--- config.mk ---
export PLATFORM = sky130hd
export DESIGN_NAME = least_squares_slope_flat
export DESIGN_NICKNAME = d
export VERILOG_FILES = /design/src/rtl/lss_pkg.sv /design/src/rtl/lss_intf.sv /design/src/rtl/lss_front.sv /design/src/rtl/lss_fifo.sv /design/src/rtl/lss_back.sv /design/src/rtl/least_squares_slope.sv /design/src/flat_wrapper.sv
export SDC_FILE = /design/constraint.sdc
export NUM_CORES = 2
export LEC_CHECK = 0
export ABC_CLOCK_PERIOD_IN_PS = 55300
export BUFFER_PORTS_ARGS = -buffer_cell sky130_fd_sc_hd__buf_2
export CORE_MARGIN = 8
export CORE_UTILIZATION = 55
export CTS_BUF_LIST = sky130_fd_sc_hd__clkbuf_4
export DETAILED_ROUTE_END_ITERATION = 16
export PLACE_DENSITY = 0.67
export SKIP_CTS_REPAIR_TIMING = 1
export SLEW_MARGIN = 0
export SYNTH_ARGS = -nofsm -noshare
export SYNTH_HDL_FRONTEND = slang
export SYNTH_SLANG_ARGS = --single-unit
--- constraint.sdc ---
create_clock -name clock -period 55.3 [get_ports clock]
set_input_delay 8.295 -clock clock [delete_from_list [all_inputs] [get_ports clock]]
set_output_delay 8.295 -clock clock [all_outputs]
set_load 0.02 [all_outputs]
--- src/rtl/lss_pkg.sv ---
// Shared types and constants for the least-squares slope block.
package lss_pkg;

   // Fixed widths of the channel fields.
   localparam int COORD_W  = 16;
   localparam int SLOPE_W  = 32;
   localparam int STATUS_W = 2;
   localparam int POINTS_W = 11;

   // Result status codes.
   typedef enum logic [STATUS_W-1:0] {
      STATUS_OK   = 2'd0,
      STATUS_FLAT = 2'd1,
      STATUS_SAT  = 2'd2
   } status_type;

   // Sequencer states of the fitting engine.
   typedef enum logic [2:0] {
      BACK_IDLE,
      BACK_MUL,
      BACK_PREP,
      BACK_DIV,
      BACK_FIN
   } back_state_type;

endpackage

--- src/rtl/lss_intf.sv ---
// Valid/ready channel interfaces for points and slope results.
interface lss_req_if import lss_pkg::*; ();
   logic                       valid;
   logic                       ready;
   logic signed [COORD_W-1:0]  x_mm;
   logic signed [COORD_W-1:0]  y_mm;
   logic                       last;

   modport source (output valid, x_mm, y_mm, last, input ready);
   modport sink (input valid, x_mm, y_mm, last, output ready);
endinterface

interface lss_rsp_if import lss_pkg::*; ();
   logic                       valid;
   logic                       ready;
   logic signed [SLOPE_W-1:0]  slope_q16;
   logic [STATUS_W-1:0]        status;
   logic [POINTS_W-1:0]        points_used;

   modport source (output valid, slope_q16, status, points_used, input ready);
   modport sink (input valid, slope_q16, status, points_used, output ready);
endinterface

--- src/rtl/lss_front.sv ---
// Point intake: coordinate products and sums, one point per cycle unless a last point waits.
module lss_front import lss_pkg::*; #(
   parameter int MAX_POINTS = 1024,
   parameter int COORD_BITS = 16,
   parameter int CB         = 11,
   parameter int SW         = 27,
   parameter int PW         = 43
) (
   input  logic                   clock,
   input  logic                   reset,
   lss_req_if.sink                req,
   output logic                   push,
   output logic [CB+2*SW+2*PW-1:0] push_data,
   input  logic                   full
);

   localparam int XW = (COORD_BITS > COORD_W) ? COORD_BITS : COORD_W;

   logic [XW-1:0]                 x_zext;
   logic [XW-1:0]                 y_zext;
   logic signed [COORD_BITS-1:0]  x_sel;
   logic signed [COORD_BITS-1:0]  y_sel;
   logic signed [2*COORD_BITS-1:0] xx_prod;
   logic signed [2*COORD_BITS-1:0] xy_prod;

   logic                          s1_valid_ff, s1_valid_in;
   logic                          s1_last_ff;
   logic signed [COORD_BITS-1:0]  x_ff, y_ff;
   logic signed [2*COORD_BITS-1:0] xx_ff, xy_ff;

   logic [CB-1:0]                 cnt_ff, cnt_in;
   logic [SW-1:0]                 sx_ff, sx_in, sy_ff, sy_in;
   logic [PW-1:0]                 sxx_ff, sxx_in, sxy_ff, sxy_in;
   logic                          take;
   logic                          advance;
   logic                          accept;

   // Only the low COORD_BITS bits of each coordinate count, sign at their top bit.
   always_comb begin
      x_zext  = XW'($unsigned(req.x_mm));
      y_zext  = XW'($unsigned(req.y_mm));
      x_sel   = $signed(x_zext[COORD_BITS-1:0]);
      y_sel   = $signed(y_zext[COORD_BITS-1:0]);
      xx_prod = x_sel * x_sel;
      xy_prod = x_sel * y_sel;
   end

   // A last point holds the product stage until the queue has room.
   assign advance   = s1_valid_ff && !(s1_last_ff && full);
   assign req.ready = !s1_valid_ff || advance;
   assign accept    = req.valid && req.ready;
   assign push      = s1_valid_ff && s1_last_ff && !full;

   always_comb begin
      s1_valid_in = s1_valid_ff;
      if (accept) begin
         s1_valid_in = 1'b1;
      end else if (advance) begin
         s1_valid_in = 1'b0;
      end
   end

   always_ff @(posedge clock) begin
      if (reset) begin
         s1_valid_ff <= 1'b0;
      end else begin
         s1_valid_ff <= s1_valid_in;
      end
   end

   // Product stage payload.
   always_ff @(posedge clock) begin
      if (accept) begin
         s1_last_ff <= req.last;
         x_ff       <= x_sel;
         y_ff       <= y_sel;
         xx_ff      <= xx_prod;
         xy_ff      <= xy_prod;
      end
   end

   // Accumulation; points beyond MAX_POINTS are dropped but a last flag still closes the set.
   always_comb begin
      take   = cnt_ff < CB'(MAX_POINTS);
      cnt_in = cnt_ff + CB'(take);
      sx_in  = sx_ff + (take ? SW'(x_ff) : '0);
      sy_in  = sy_ff + (take ? SW'(y_ff) : '0);
      sxx_in = sxx_ff + (take ? PW'(xx_ff) : '0);
      sxy_in = sxy_ff + (take ? PW'(xy_ff) : '0);
   end

   assign push_data = {cnt_in, sx_in, sy_in, sxx_in, sxy_in};

   always_ff @(posedge clock) begin
      if (reset) begin
         cnt_ff <= '0;
         sx_ff  <= '0;
         sy_ff  <= '0;
         sxx_ff <= '0;
         sxy_ff <= '0;
      end else if (advance) begin
         if (s1_last_ff) begin
            cnt_ff <= '0;
            sx_ff  <= '0;
            sy_ff  <= '0;
            sxx_ff <= '0;
            sxy_ff <= '0;
         end else begin
            cnt_ff <= cnt_in;
            sx_ff  <= sx_in;
            sy_ff  <= sy_in;
            sxx_ff <= sxx_in;
            sxy_ff <= sxy_in;
         end
      end
   end

endmodule

--- src/rtl/lss_fifo.sv ---
// Two-entry queue of finished set sums between intake and fitting engine.
module lss_fifo #(
   parameter int WIDTH = 151
) (
   input  logic             clock,
   input  logic             reset,
   input  logic             push,
   input  logic [WIDTH-1:0] push_data,
   output logic             full,
   input  logic             pop,
   output logic [WIDTH-1:0] pop_data,
   output logic             nonempty
);

   logic [WIDTH-1:0] entry_ff [2];
   logic             wr_ptr_ff, wr_ptr_in;
   logic             rd_ptr_ff, rd_ptr_in;
   logic [1:0]       fill_ff, fill_in;

   assign full     = fill_ff == 2'd2;
   assign nonempty = fill_ff != 2'd0;
   assign pop_data = entry_ff[rd_ptr_ff];

   // Pointer and fill bookkeeping.
   always_comb begin
      wr_ptr_in = push ? !wr_ptr_ff : wr_ptr_ff;
      rd_ptr_in = pop ? !rd_ptr_ff : rd_ptr_ff;
      fill_in   = fill_ff + 2'(push) - 2'(pop);
   end

   always_ff @(posedge clock) begin
      if (reset) begin
         wr_ptr_ff <= 1'b0;
         rd_ptr_ff <= 1'b0;
         fill_ff   <= 2'd0;
      end else begin
         wr_ptr_ff <= wr_ptr_in;
         rd_ptr_ff <= rd_ptr_in;
         fill_ff   <= fill_in;
      end
   end

   always_ff @(posedge clock) begin
      if (push) begin
         entry_ff[wr_ptr_ff] <= push_data;
      end
   end

endmodule

--- src/rtl/lss_back.sv ---
// Fitting engine: shift-add products, restoring divide, saturation and result register.
module lss_back import lss_pkg::*; #(
   parameter int CB        = 11,
   parameter int SW        = 27,
   parameter int PW        = 43,
   parameter int NW        = 54,
   parameter int FRAC_BITS = 16
) (
   input  logic                    clock,
   input  logic                    reset,
   input  logic [CB+2*SW+2*PW-1:0] set_data,
   input  logic                    set_valid,
   output logic                    set_pop,
   lss_rsp_if.source               rsp
);

   localparam int DW  = NW + FRAC_BITS;
   localparam int CTW = $clog2(DW);
   localparam int QW  = (DW > SLOPE_W + 1) ? DW : SLOPE_W + 1;
   localparam int PXW = (CB > POINTS_W) ? CB : POINTS_W;

   back_state_type state_ff, state_in;

   logic [CB-1:0]   set_n;
   logic [SW-1:0]   set_sx, set_sy;
   logic [PW-1:0]   set_sxx, set_sxy;

   logic [CTW-1:0]  cnt_ff, cnt_in;
   logic [CB-1:0]   n_ff, n_in;
   logic [SW-1:0]   n_sr_ff, n_sr_in, sx_sr_ff, sx_sr_in;
   logic [NW-1:0]   sxy_sh_ff, sxy_sh_in, sy_sh_ff, sy_sh_in;
   logic [NW-1:0]   sxx_sh_ff, sxx_sh_in, sx_sh_ff, sx_sh_in;
   logic [NW-1:0]   num_ff, num_in, den_ff, den_in;
   logic            neg_ff, neg_in, flat_ff, flat_in;
   logic [DW-1:0]   dvd_ff, dvd_in;
   logic [NW:0]     rem_ff, rem_in;

   logic                      out_valid_ff, out_valid_in;
   logic signed [SLOPE_W-1:0] out_slope_ff, out_slope_in;
   logic [STATUS_W-1:0]       out_status_ff, out_status_in;
   logic [POINTS_W-1:0]       out_points_ff, out_points_in;

   logic            mul_last, div_last, out_free;
   logic [NW-1:0]   part_num, part_den, term_num, term_den, num_mag;
   logic [NW:0]     rem_shift;
   logic [NW+1:0]   rem_diff;
   logic            rem_ge;
   logic [QW-1:0]   quot, limit;
   logic            sat;
   logic [SLOPE_W-1:0] mag_sat;
   logic [PXW-1:0]  points_ext;

   // Queue entry layout, most significant first: count, Sx, Sy, Sxx, Sxy.
   assign set_n   = set_data[CB+2*SW+2*PW-1 -: CB];
   assign set_sx  = set_data[2*SW+2*PW-1 -: SW];
   assign set_sy  = set_data[SW+2*PW-1 -: SW];
   assign set_sxx = set_data[2*PW-1 -: PW];
   assign set_sxy = set_data[PW-1:0];

   // Shared arithmetic of the multiply, divide and finish steps.
   always_comb begin
      mul_last  = cnt_ff == CTW'(SW - 1);
      div_last  = cnt_ff == CTW'(DW - 1);
      out_free  = !out_valid_ff || rsp.ready;
      part_num  = n_sr_ff[0] ? sxy_sh_ff : '0;
      part_den  = n_sr_ff[0] ? sxx_sh_ff : '0;
      term_num  = sx_sr_ff[0] ? sy_sh_ff : '0;
      term_den  = sx_sr_ff[0] ? sx_sh_ff : '0;
      num_mag   = num_ff[NW-1] ? (~num_ff + NW'(1)) : num_ff;
      rem_shift = {rem_ff[NW-1:0], dvd_ff[DW-1]};
      rem_diff  = {1'b0, rem_shift} - {2'b00, den_ff};
      rem_ge    = !rem_diff[NW+1];
      quot      = QW'(dvd_ff);
      limit     = neg_ff ? (QW'(1) << (SLOPE_W - 1))
                         : ((QW'(1) << (SLOPE_W - 1)) - QW'(1));
      sat       = quot > limit;
      mag_sat   = sat ? limit[SLOPE_W-1:0] : quot[SLOPE_W-1:0];
      points_ext = PXW'(n_ff);
   end

   // Sequencer: next state, datapath steps and result load.
   always_comb begin
      state_in      = state_ff;
      set_pop       = 1'b0;
      cnt_in        = cnt_ff;
      n_in          = n_ff;
      n_sr_in       = n_sr_ff;
      sx_sr_in      = sx_sr_ff;
      sxy_sh_in     = sxy_sh_ff;
      sy_sh_in      = sy_sh_ff;
      sxx_sh_in     = sxx_sh_ff;
      sx_sh_in      = sx_sh_ff;
      num_in        = num_ff;
      den_in        = den_ff;
      neg_in        = neg_ff;
      flat_in       = flat_ff;
      dvd_in        = dvd_ff;
      rem_in        = rem_ff;
      out_valid_in  = out_valid_ff && !rsp.ready;
      out_slope_in  = out_slope_ff;
      out_status_in = out_status_ff;
      out_points_in = out_points_ff;
      case (state_ff)
         BACK_IDLE: begin
            if (set_valid) begin
               set_pop   = 1'b1;
               n_in      = set_n;
               n_sr_in   = SW'(set_n);
               sx_sr_in  = set_sx;
               sxy_sh_in = NW'($signed(set_sxy));
               sy_sh_in  = NW'($signed(set_sy));
               sxx_sh_in = NW'($signed(set_sxx));
               sx_sh_in  = NW'($signed(set_sx));
               num_in    = '0;
               den_in    = '0;
               cnt_in    = '0;
               state_in  = BACK_MUL;
            end
         end
         BACK_MUL: begin
            // n * S?? minus Sx * S?, one multiplier bit a cycle; the top Sx bit weighs negative.
            if (mul_last) begin
               num_in = num_ff + part_num + term_num;
               den_in = den_ff + part_den + term_den;
               state_in = BACK_PREP;
            end else begin
               num_in = num_ff + part_num - term_num;
               den_in = den_ff + part_den - term_den;
            end
            n_sr_in   = n_sr_ff >> 1;
            sx_sr_in  = sx_sr_ff >> 1;
            sxy_sh_in = sxy_sh_ff << 1;
            sy_sh_in  = sy_sh_ff << 1;
            sxx_sh_in = sxx_sh_ff << 1;
            sx_sh_in  = sx_sh_ff << 1;
            cnt_in    = cnt_ff + CTW'(1);
         end
         BACK_PREP: begin
            // A zero x spread skips the divide.
            flat_in = den_ff == '0;
            neg_in  = num_ff[NW-1];
            dvd_in  = {num_mag, FRAC_BITS'(0)};
            rem_in  = '0;
            cnt_in  = '0;
            state_in = (den_ff == '0) ? BACK_FIN : BACK_DIV;
         end
         BACK_DIV: begin
            // Restoring division, one quotient bit a cycle shifted into the dividend register.
            rem_in = rem_ge ? rem_diff[NW:0] : rem_shift;
            dvd_in = {dvd_ff[DW-2:0], rem_ge};
            cnt_in = cnt_ff + CTW'(1);
            if (div_last) begin
               state_in = BACK_FIN;
            end
         end
         BACK_FIN: begin
            if (out_free) begin
               out_valid_in  = 1'b1;
               out_points_in = points_ext[POINTS_W-1:0];
               if (flat_ff) begin
                  out_slope_in  = '0;
                  out_status_in = STATUS_FLAT;
               end else begin
                  out_slope_in  = neg_ff ? $signed(~mag_sat + SLOPE_W'(1)) : $signed(mag_sat);
                  out_status_in = sat ? STATUS_SAT : STATUS_OK;
               end
               state_in = BACK_IDLE;
            end
         end
         default: begin
            state_in = BACK_IDLE;
         end
      endcase
   end

   always_ff @(posedge clock) begin
      if (reset) begin
         state_ff     <= BACK_IDLE;
         out_valid_ff <= 1'b0;
      end else begin
         state_ff     <= state_in;
         out_valid_ff <= out_valid_in;
      end
   end

   // Datapath registers.
   always_ff @(posedge clock) begin
      cnt_ff        <= cnt_in;
      n_ff          <= n_in;
      n_sr_ff       <= n_sr_in;
      sx_sr_ff      <= sx_sr_in;
      sxy_sh_ff     <= sxy_sh_in;
      sy_sh_ff      <= sy_sh_in;
      sxx_sh_ff     <= sxx_sh_in;
      sx_sh_ff      <= sx_sh_in;
      num_ff        <= num_in;
      den_ff        <= den_in;
      neg_ff        <= neg_in;
      flat_ff       <= flat_in;
      dvd_ff        <= dvd_in;
      rem_ff        <= rem_in;
      out_slope_ff  <= out_slope_in;
      out_status_ff <= out_status_in;
      out_points_ff <= out_points_in;
   end

   assign rsp.valid       = out_valid_ff;
   assign rsp.slope_q16   = out_slope_ff;
   assign rsp.status      = out_status_ff;
   assign rsp.points_used = out_points_ff;

endmodule

--- src/rtl/least_squares_slope.sv ---
// Top level of the least-squares line slope block: intake, set queue and fitting engine.
//
//   channel   dir   beat carries                        accepted when
//   req_ch    in    x_mm, y_mm, last                    req_ch.valid && req_ch.ready
//   rsp_ch    out   slope_q16, status, points_used      rsp_ch.valid && rsp_ch.ready
//
// Points are taken one per cycle; a beat with last waits only while both queue
// entries hold finished sets. Each set then passes through the fitting engine's
// bit-serial multiply over the SW = COORD_BITS + CB bits of Sx and its restoring
// divide over DW = NW + FRAC_BITS quotient bits. A set with zero x spread skips
// the divide. A stalled result holds the engine only at its final step.
// Reset is synchronous and clears the intake sums, the queue and the sequencer.
module least_squares_slope import lss_pkg::*; #(
   parameter int MAX_POINTS = 1024,
   parameter int COORD_BITS = 16,
   parameter int FRAC_BITS  = 16
) (
   input  logic     clock,
   input  logic     reset,
   lss_req_if.sink  req_ch,
   lss_rsp_if.source rsp_ch
);

   localparam int CB = $clog2(MAX_POINTS + 1);
   localparam int SW = COORD_BITS + CB;
   localparam int PW = 2 * COORD_BITS + CB;
   localparam int NW = 2 * COORD_BITS + 2 * CB;
   localparam int EW = CB + 2 * SW + 2 * PW;

   logic          fifo_push;
   logic [EW-1:0] fifo_push_data;
   logic          fifo_full;
   logic          fifo_pop;
   logic [EW-1:0] fifo_pop_data;
   logic          fifo_nonempty;

   lss_front #(
      .MAX_POINTS (MAX_POINTS),
      .COORD_BITS (COORD_BITS),
      .CB         (CB),
      .SW         (SW),
      .PW         (PW)
   ) u_front (
      .clock     (clock),
      .reset     (reset),
      .req       (req_ch),
      .push      (fifo_push),
      .push_data (fifo_push_data),
      .full      (fifo_full)
   );

   lss_fifo #(
      .WIDTH (EW)
   ) u_fifo (
      .clock     (clock),
      .reset     (reset),
      .push      (fifo_push),
      .push_data (fifo_push_data),
      .full      (fifo_full),
      .pop       (fifo_pop),
      .pop_data  (fifo_pop_data),
      .nonempty  (fifo_nonempty)
   );

   lss_back #(
      .CB        (CB),
      .SW        (SW),
      .PW        (PW),
      .NW        (NW),
      .FRAC_BITS (FRAC_BITS)
   ) u_back (
      .clock     (clock),
      .reset     (reset),
      .set_data  (fifo_pop_data),
      .set_valid (fifo_nonempty),
      .set_pop   (fifo_pop),
      .rsp       (rsp_ch)
   );

`ifndef NO_ASSERTIONS
   // The intake never pushes a set into a full queue.
   a_no_overflow: assert property (@(posedge clock) disable iff (reset)
      fifo_push |-> !fifo_full)
      else $error("set pushed into full queue");

   // The engine never pops an empty queue.
   a_no_underflow: assert property (@(posedge clock) disable iff (reset)
      fifo_pop |-> fifo_nonempty)
      else $error("set popped from empty queue");

   // A zero x spread always reports a zero slope.
   a_flat_zero: assert property (@(posedge clock) disable iff (reset)
      (rsp_ch.valid && rsp_ch.status == STATUS_FLAT) |-> rsp_ch.slope_q16 == '0)
      else $error("flat set with nonzero slope");

   // A saturated slope sits at one of the two limits.
   a_sat_limit: assert property (@(posedge clock) disable iff (reset)
      (rsp_ch.valid && rsp_ch.status == STATUS_SAT) |->
      (rsp_ch.slope_q16 == {1'b0, {(SLOPE_W-1){1'b1}}} ||
       rsp_ch.slope_q16 == {1'b1, {(SLOPE_W-1){1'b0}}}))
      else $error("saturated slope off its limit");
`endif

endmodule
--- src/flat_wrapper.sv ---
// flat-port wrapper written by rule: the top's interface ports become plain ports
module least_squares_slope_flat import lss_pkg::*;
#(
   parameter int MAX_POINTS = 1024,
   parameter int COORD_BITS = 16,
   parameter int FRAC_BITS  = 16
)
  (clock, reset, req_ch_valid, req_ch_x_mm, req_ch_y_mm, req_ch_last, req_ch_ready, rsp_ch_valid, rsp_ch_slope_q16, rsp_ch_status, rsp_ch_points_used, rsp_ch_ready);
  lss_req_if req_ch_i ();
  lss_rsp_if rsp_ch_i ();
  input  logic clock;
  input  logic reset;
  input wire logic [$bits(req_ch_i.valid)-1:0] req_ch_valid;
  input wire logic [$bits(req_ch_i.x_mm)-1:0] req_ch_x_mm;
  input wire logic [$bits(req_ch_i.y_mm)-1:0] req_ch_y_mm;
  input wire logic [$bits(req_ch_i.last)-1:0] req_ch_last;
  output wire logic [$bits(req_ch_i.ready)-1:0] req_ch_ready;
  output wire logic [$bits(rsp_ch_i.valid)-1:0] rsp_ch_valid;
  output wire logic [$bits(rsp_ch_i.slope_q16)-1:0] rsp_ch_slope_q16;
  output wire logic [$bits(rsp_ch_i.status)-1:0] rsp_ch_status;
  output wire logic [$bits(rsp_ch_i.points_used)-1:0] rsp_ch_points_used;
  input wire logic [$bits(rsp_ch_i.ready)-1:0] rsp_ch_ready;
  assign req_ch_i.valid = req_ch_valid;
  assign req_ch_i.x_mm = req_ch_x_mm;
  assign req_ch_i.y_mm = req_ch_y_mm;
  assign req_ch_i.last = req_ch_last;
  assign req_ch_ready = req_ch_i.ready;
  assign rsp_ch_valid = rsp_ch_i.valid;
  assign rsp_ch_slope_q16 = rsp_ch_i.slope_q16;
  assign rsp_ch_status = rsp_ch_i.status;
  assign rsp_ch_points_used = rsp_ch_i.points_used;
  assign rsp_ch_i.ready = rsp_ch_ready;
  least_squares_slope #(.MAX_POINTS(MAX_POINTS), .COORD_BITS(COORD_BITS), .FRAC_BITS(FRAC_BITS)) u_core (.clock(clock), .reset(reset), .req_ch(req_ch_i), .rsp_ch(rsp_ch_i));
endmodule
==> results_dict.tcl <==
set metrics [dict create \
    outcome "finished, final reports clean" \
    setup.worst_path.end_class "flop" \
    synth-seq-cells 1109 \
    startpoint "req_ch_x_mm[15]" \
    required_ps 56210 \
    cts_sinks 1109 \
    drv_slew 0 \
    antenna_left 0 \
    final_hold_viol_count 0 \
    drt-pass1-iter-count 7 \
    cts-root-buf "clkbuf_4" \
    die_area_um2 170300 \
    crit_path_frequent_cell "fa_1" \
    finClkSkew_ps 94.74 \
    track_usage 0.2464 \
    path_class "in2reg" \
    grt-ovfl-total 0 \
    setup_viol_count_final 0 \
    reg2reg_slack_ps 47280 \
    syn_area_um2 86560 \
    yosys.area.top_type "edfxtp_1" \
    path_clk_slew_ps 60 \
    maxCapViolCount 0 \
    clockBufferDepth 4 \
    hold_slack_ps 420.1 \
    yosysUniqueCellTypes 82 \
    cts_tree "yes" \
    slowest_stage "clkinv_1" \
    synth-seq-area-share 0.3661 \
    place_hpwl_um 156100 \
    synth_flop_cell "edfxtp_1" \
    fin_nets 9997 \
    synth_edf_count 948 \
    synthCells 8752 \
    synth_top_cell_area_share 0.3289 \
    numCtsBuffers 309 \
    vias 64520 \
    coreArea_um2 156200 \
    syn2layout_area_growth_pct 7.022 \
    gp_congestion 0.9391 \
    num_rows 145 \
    dpl_cell_area_um2 88750 \
    tightest_slew_ps 1179 \
    num_io_pins 84 \
    ys_async_sr_fraction 0 \
    die_w_um 412.7 \
    wire_per_inst_um 19.07 \
    place_inst 10580 \
    start_util 0.5541 \
    arrival_ps 15860 \
    cp_num_buf_inv 6 \
    fin_crit_sh 0.2704 \
    drc 0 \
    cp_top_family "adder cells" \
    avgSynthCellArea_um2 9.890 \
    numPortBuffers 83 \
    rsz0062_at_grt "false" \
    via_per_inst 5.803 \
    max_stage_delay_ps 740 \
    drive_above_1_share 0.07896 \
    tns_ps 0 \
    hp-class "reg2reg" \
    antenna_found_initial 10 \
    routed_wirelength_um 212000 \
    final_common_cell "edfxtp_1" \
    final_cell_mix "948 x edfxtp_1, 804 x inv_1, 752 x nor2_1, 637 x nand2_1, 618 x ha_1" \
    r2r_start "u_core.u_back.n_sr_ff[0]$_DFFE_PP_" \
    drt_iter0_markers 4503 \
    first_global_vias 64900 \
    synth_warnings 0 \
    min_period_ps 14950 \
    fillers 13490 \
    crit_fanout 35 \
    holdCritStartpoint "u_core.u_back.n_ff[5]$_DFFE_PP_" \
    htree_levels 5 \
    slew_headroom 0.2124 \
    clk_latency_ps 1230 \
    grt_max_degree 175 \
    cp-start-kind "input port" \
    dieHeight_um 412.7 \
    layoutNonFillerInstCount 11120 \
    max_freq_mhz 66.88 \
    final_area_um2 92630 \
    synth_area_leaders "edfxtp_1 33%, fa_1 12%, ha_1 8.9%" \
    grt_first_pass_wirelength_um 340800 \
]
-- routing by layer --
layer	GRT usage	part of all wire	vias up
met5	0	0.000033	-
met4	0.09983	0.037	2
met3	0.03732	0.055	458
met2	0.4004	0.46	1759
met1	0.3319	0.44	31260
li1	-	-	31050
-- sequential cells by signal, summed over array words and instances, names as in the netlist, 43 cells and up, named ones only --
register and cells:
u_core.u_back.sxy_sh_ff 54, u_core.u_back.den_ff 54, u_core.u_back.dvd_ff 70, u_core.u_back.num_ff 54, u_core.u_front.sxx_ff 43, u_core.u_back.sx_sh_ff 54
u_core.u_back.sy_sh_ff 54, u_core.u_back.sxx_sh_ff 54, u_core.u_fifo.entry_ff 302, u_core.u_back.rem_ff 54, u_core.u_front.sxy_ff 43
-- worst reg2reg max path, cell delays in order (launching register included) --
cell and delay, ps:
edfxtp_1 750, buf_4 510, and2_1 280, ha_1 190
inv_1 60, fa_1 410, nor2b_1 140, o21a_1 140
o21ai_0 150, a211oi_1 590, o21ai_0 360, a211oi_1 390
a21oi_1 210, o21ai_0 620, a31oi_1 280, xnor2_1 250
ha_1 340, a21oi_1 220, nor2_1 60, a211oi_1 210
o21ai_0 130, a221oi_1 600, o21ai_0 250, a221o_1 400
xnor2_1 170, nor2_1 60
-- synth_stat cells, types with 60 or more instances --
library cell,instances
edfxtp_1,948
inv_1,804
nor2_1,760
nand2_1,638
ha_1,618
a21oi_1,590
fa_1,505
o21ai_0,366
a21o_1,357
xnor2_1,344
and2_1,337
clkbuf_1,334
xor2_1,228
mux2i_1,199
dfxtp_1,161
nor2b_1,155
o21a_1,113
nand3_1,110
nor3_1,99
a22oi_1,97
nand2b_1,77
o21bai_1,66
a31oi_1,65
nand4_1,64
o31ai_1,60
-- metrics by stage --
| stage | setup slack [ps] | util |
|---|---|---|
| 3_5_place_dp | 39170 | 0.5682 |
| 4_1_cts | 40520 | 0.5929 |
| 6_report | 40350 | 0.5930 |
| 3_3_place_gp | 39300 | 0.5682 |
| 2_1_floorplan | 27780 | - |
| 5_1_grt | 40060 | 0.5930 |
-- final cells by class --
| type | count | area (um2) | area share |
|---|---|---|---|
| diodes | 5 | 12.51 | 0.0001351 |
| clock buffers | 440 | 3303 | 0.03566 |
| clock inverters | 89 | 564.3 | 0.006092 |
| inverters | 807 | 3029 | 0.03270 |
| multi-input cells | 6474 | 50610 | 0.5464 |
| flip-flops and latches | 1109 | 31700 | 0.3422 |
| well taps | 2058 | 2575 | 0.02780 |
| repair buffers | 136 | 840.8 | 0.009077 |
-- cells by family (layout without fill, tap and decap cells) --
| logic type | Yosys count | in the layout | share of synthesized area |
|---|---|---|---|
| muxes | 229 | 229 | 0.02692 |
| buffers and inverters | 1170 | 1472 | 0.05081 |
| and+or+nand+nor | 2499 | 2499 | 0.1391 |
| other | 1 | 7 | 0.00004332 |
| DFF | 1109 | 1109 | 0.3661 |
| AOI/OAI and AO/OA | 2048 | 2048 | 0.1527 |
| adders and majority gates | 1123 | 1123 | 0.2061 |
| xor gates and xnor gates | 573 | 573 | 0.05814 |
-- final timing paths --
| path | to | cells after the start |
|---|---|---|
| worst max register to register | u_core.u_back.den_ff[51]$_SDFFCE_PN0P_ | 25 |
| worst min-delay path | u_core.u_back.rsp.points_used[5]$_DFFE_PP_ | 0 |
| worst min register to register | u_core.u_back.rsp.points_used[5]$_DFFE_PP_ | 0 |
| worst max-delay path | u_core.u_front.xx_ff[30]$_DFFE_PP_ | 25 |
Power is not shown: default switching activity piles up to over one toggle a cycle in this logic, so the estimate is an artifact.
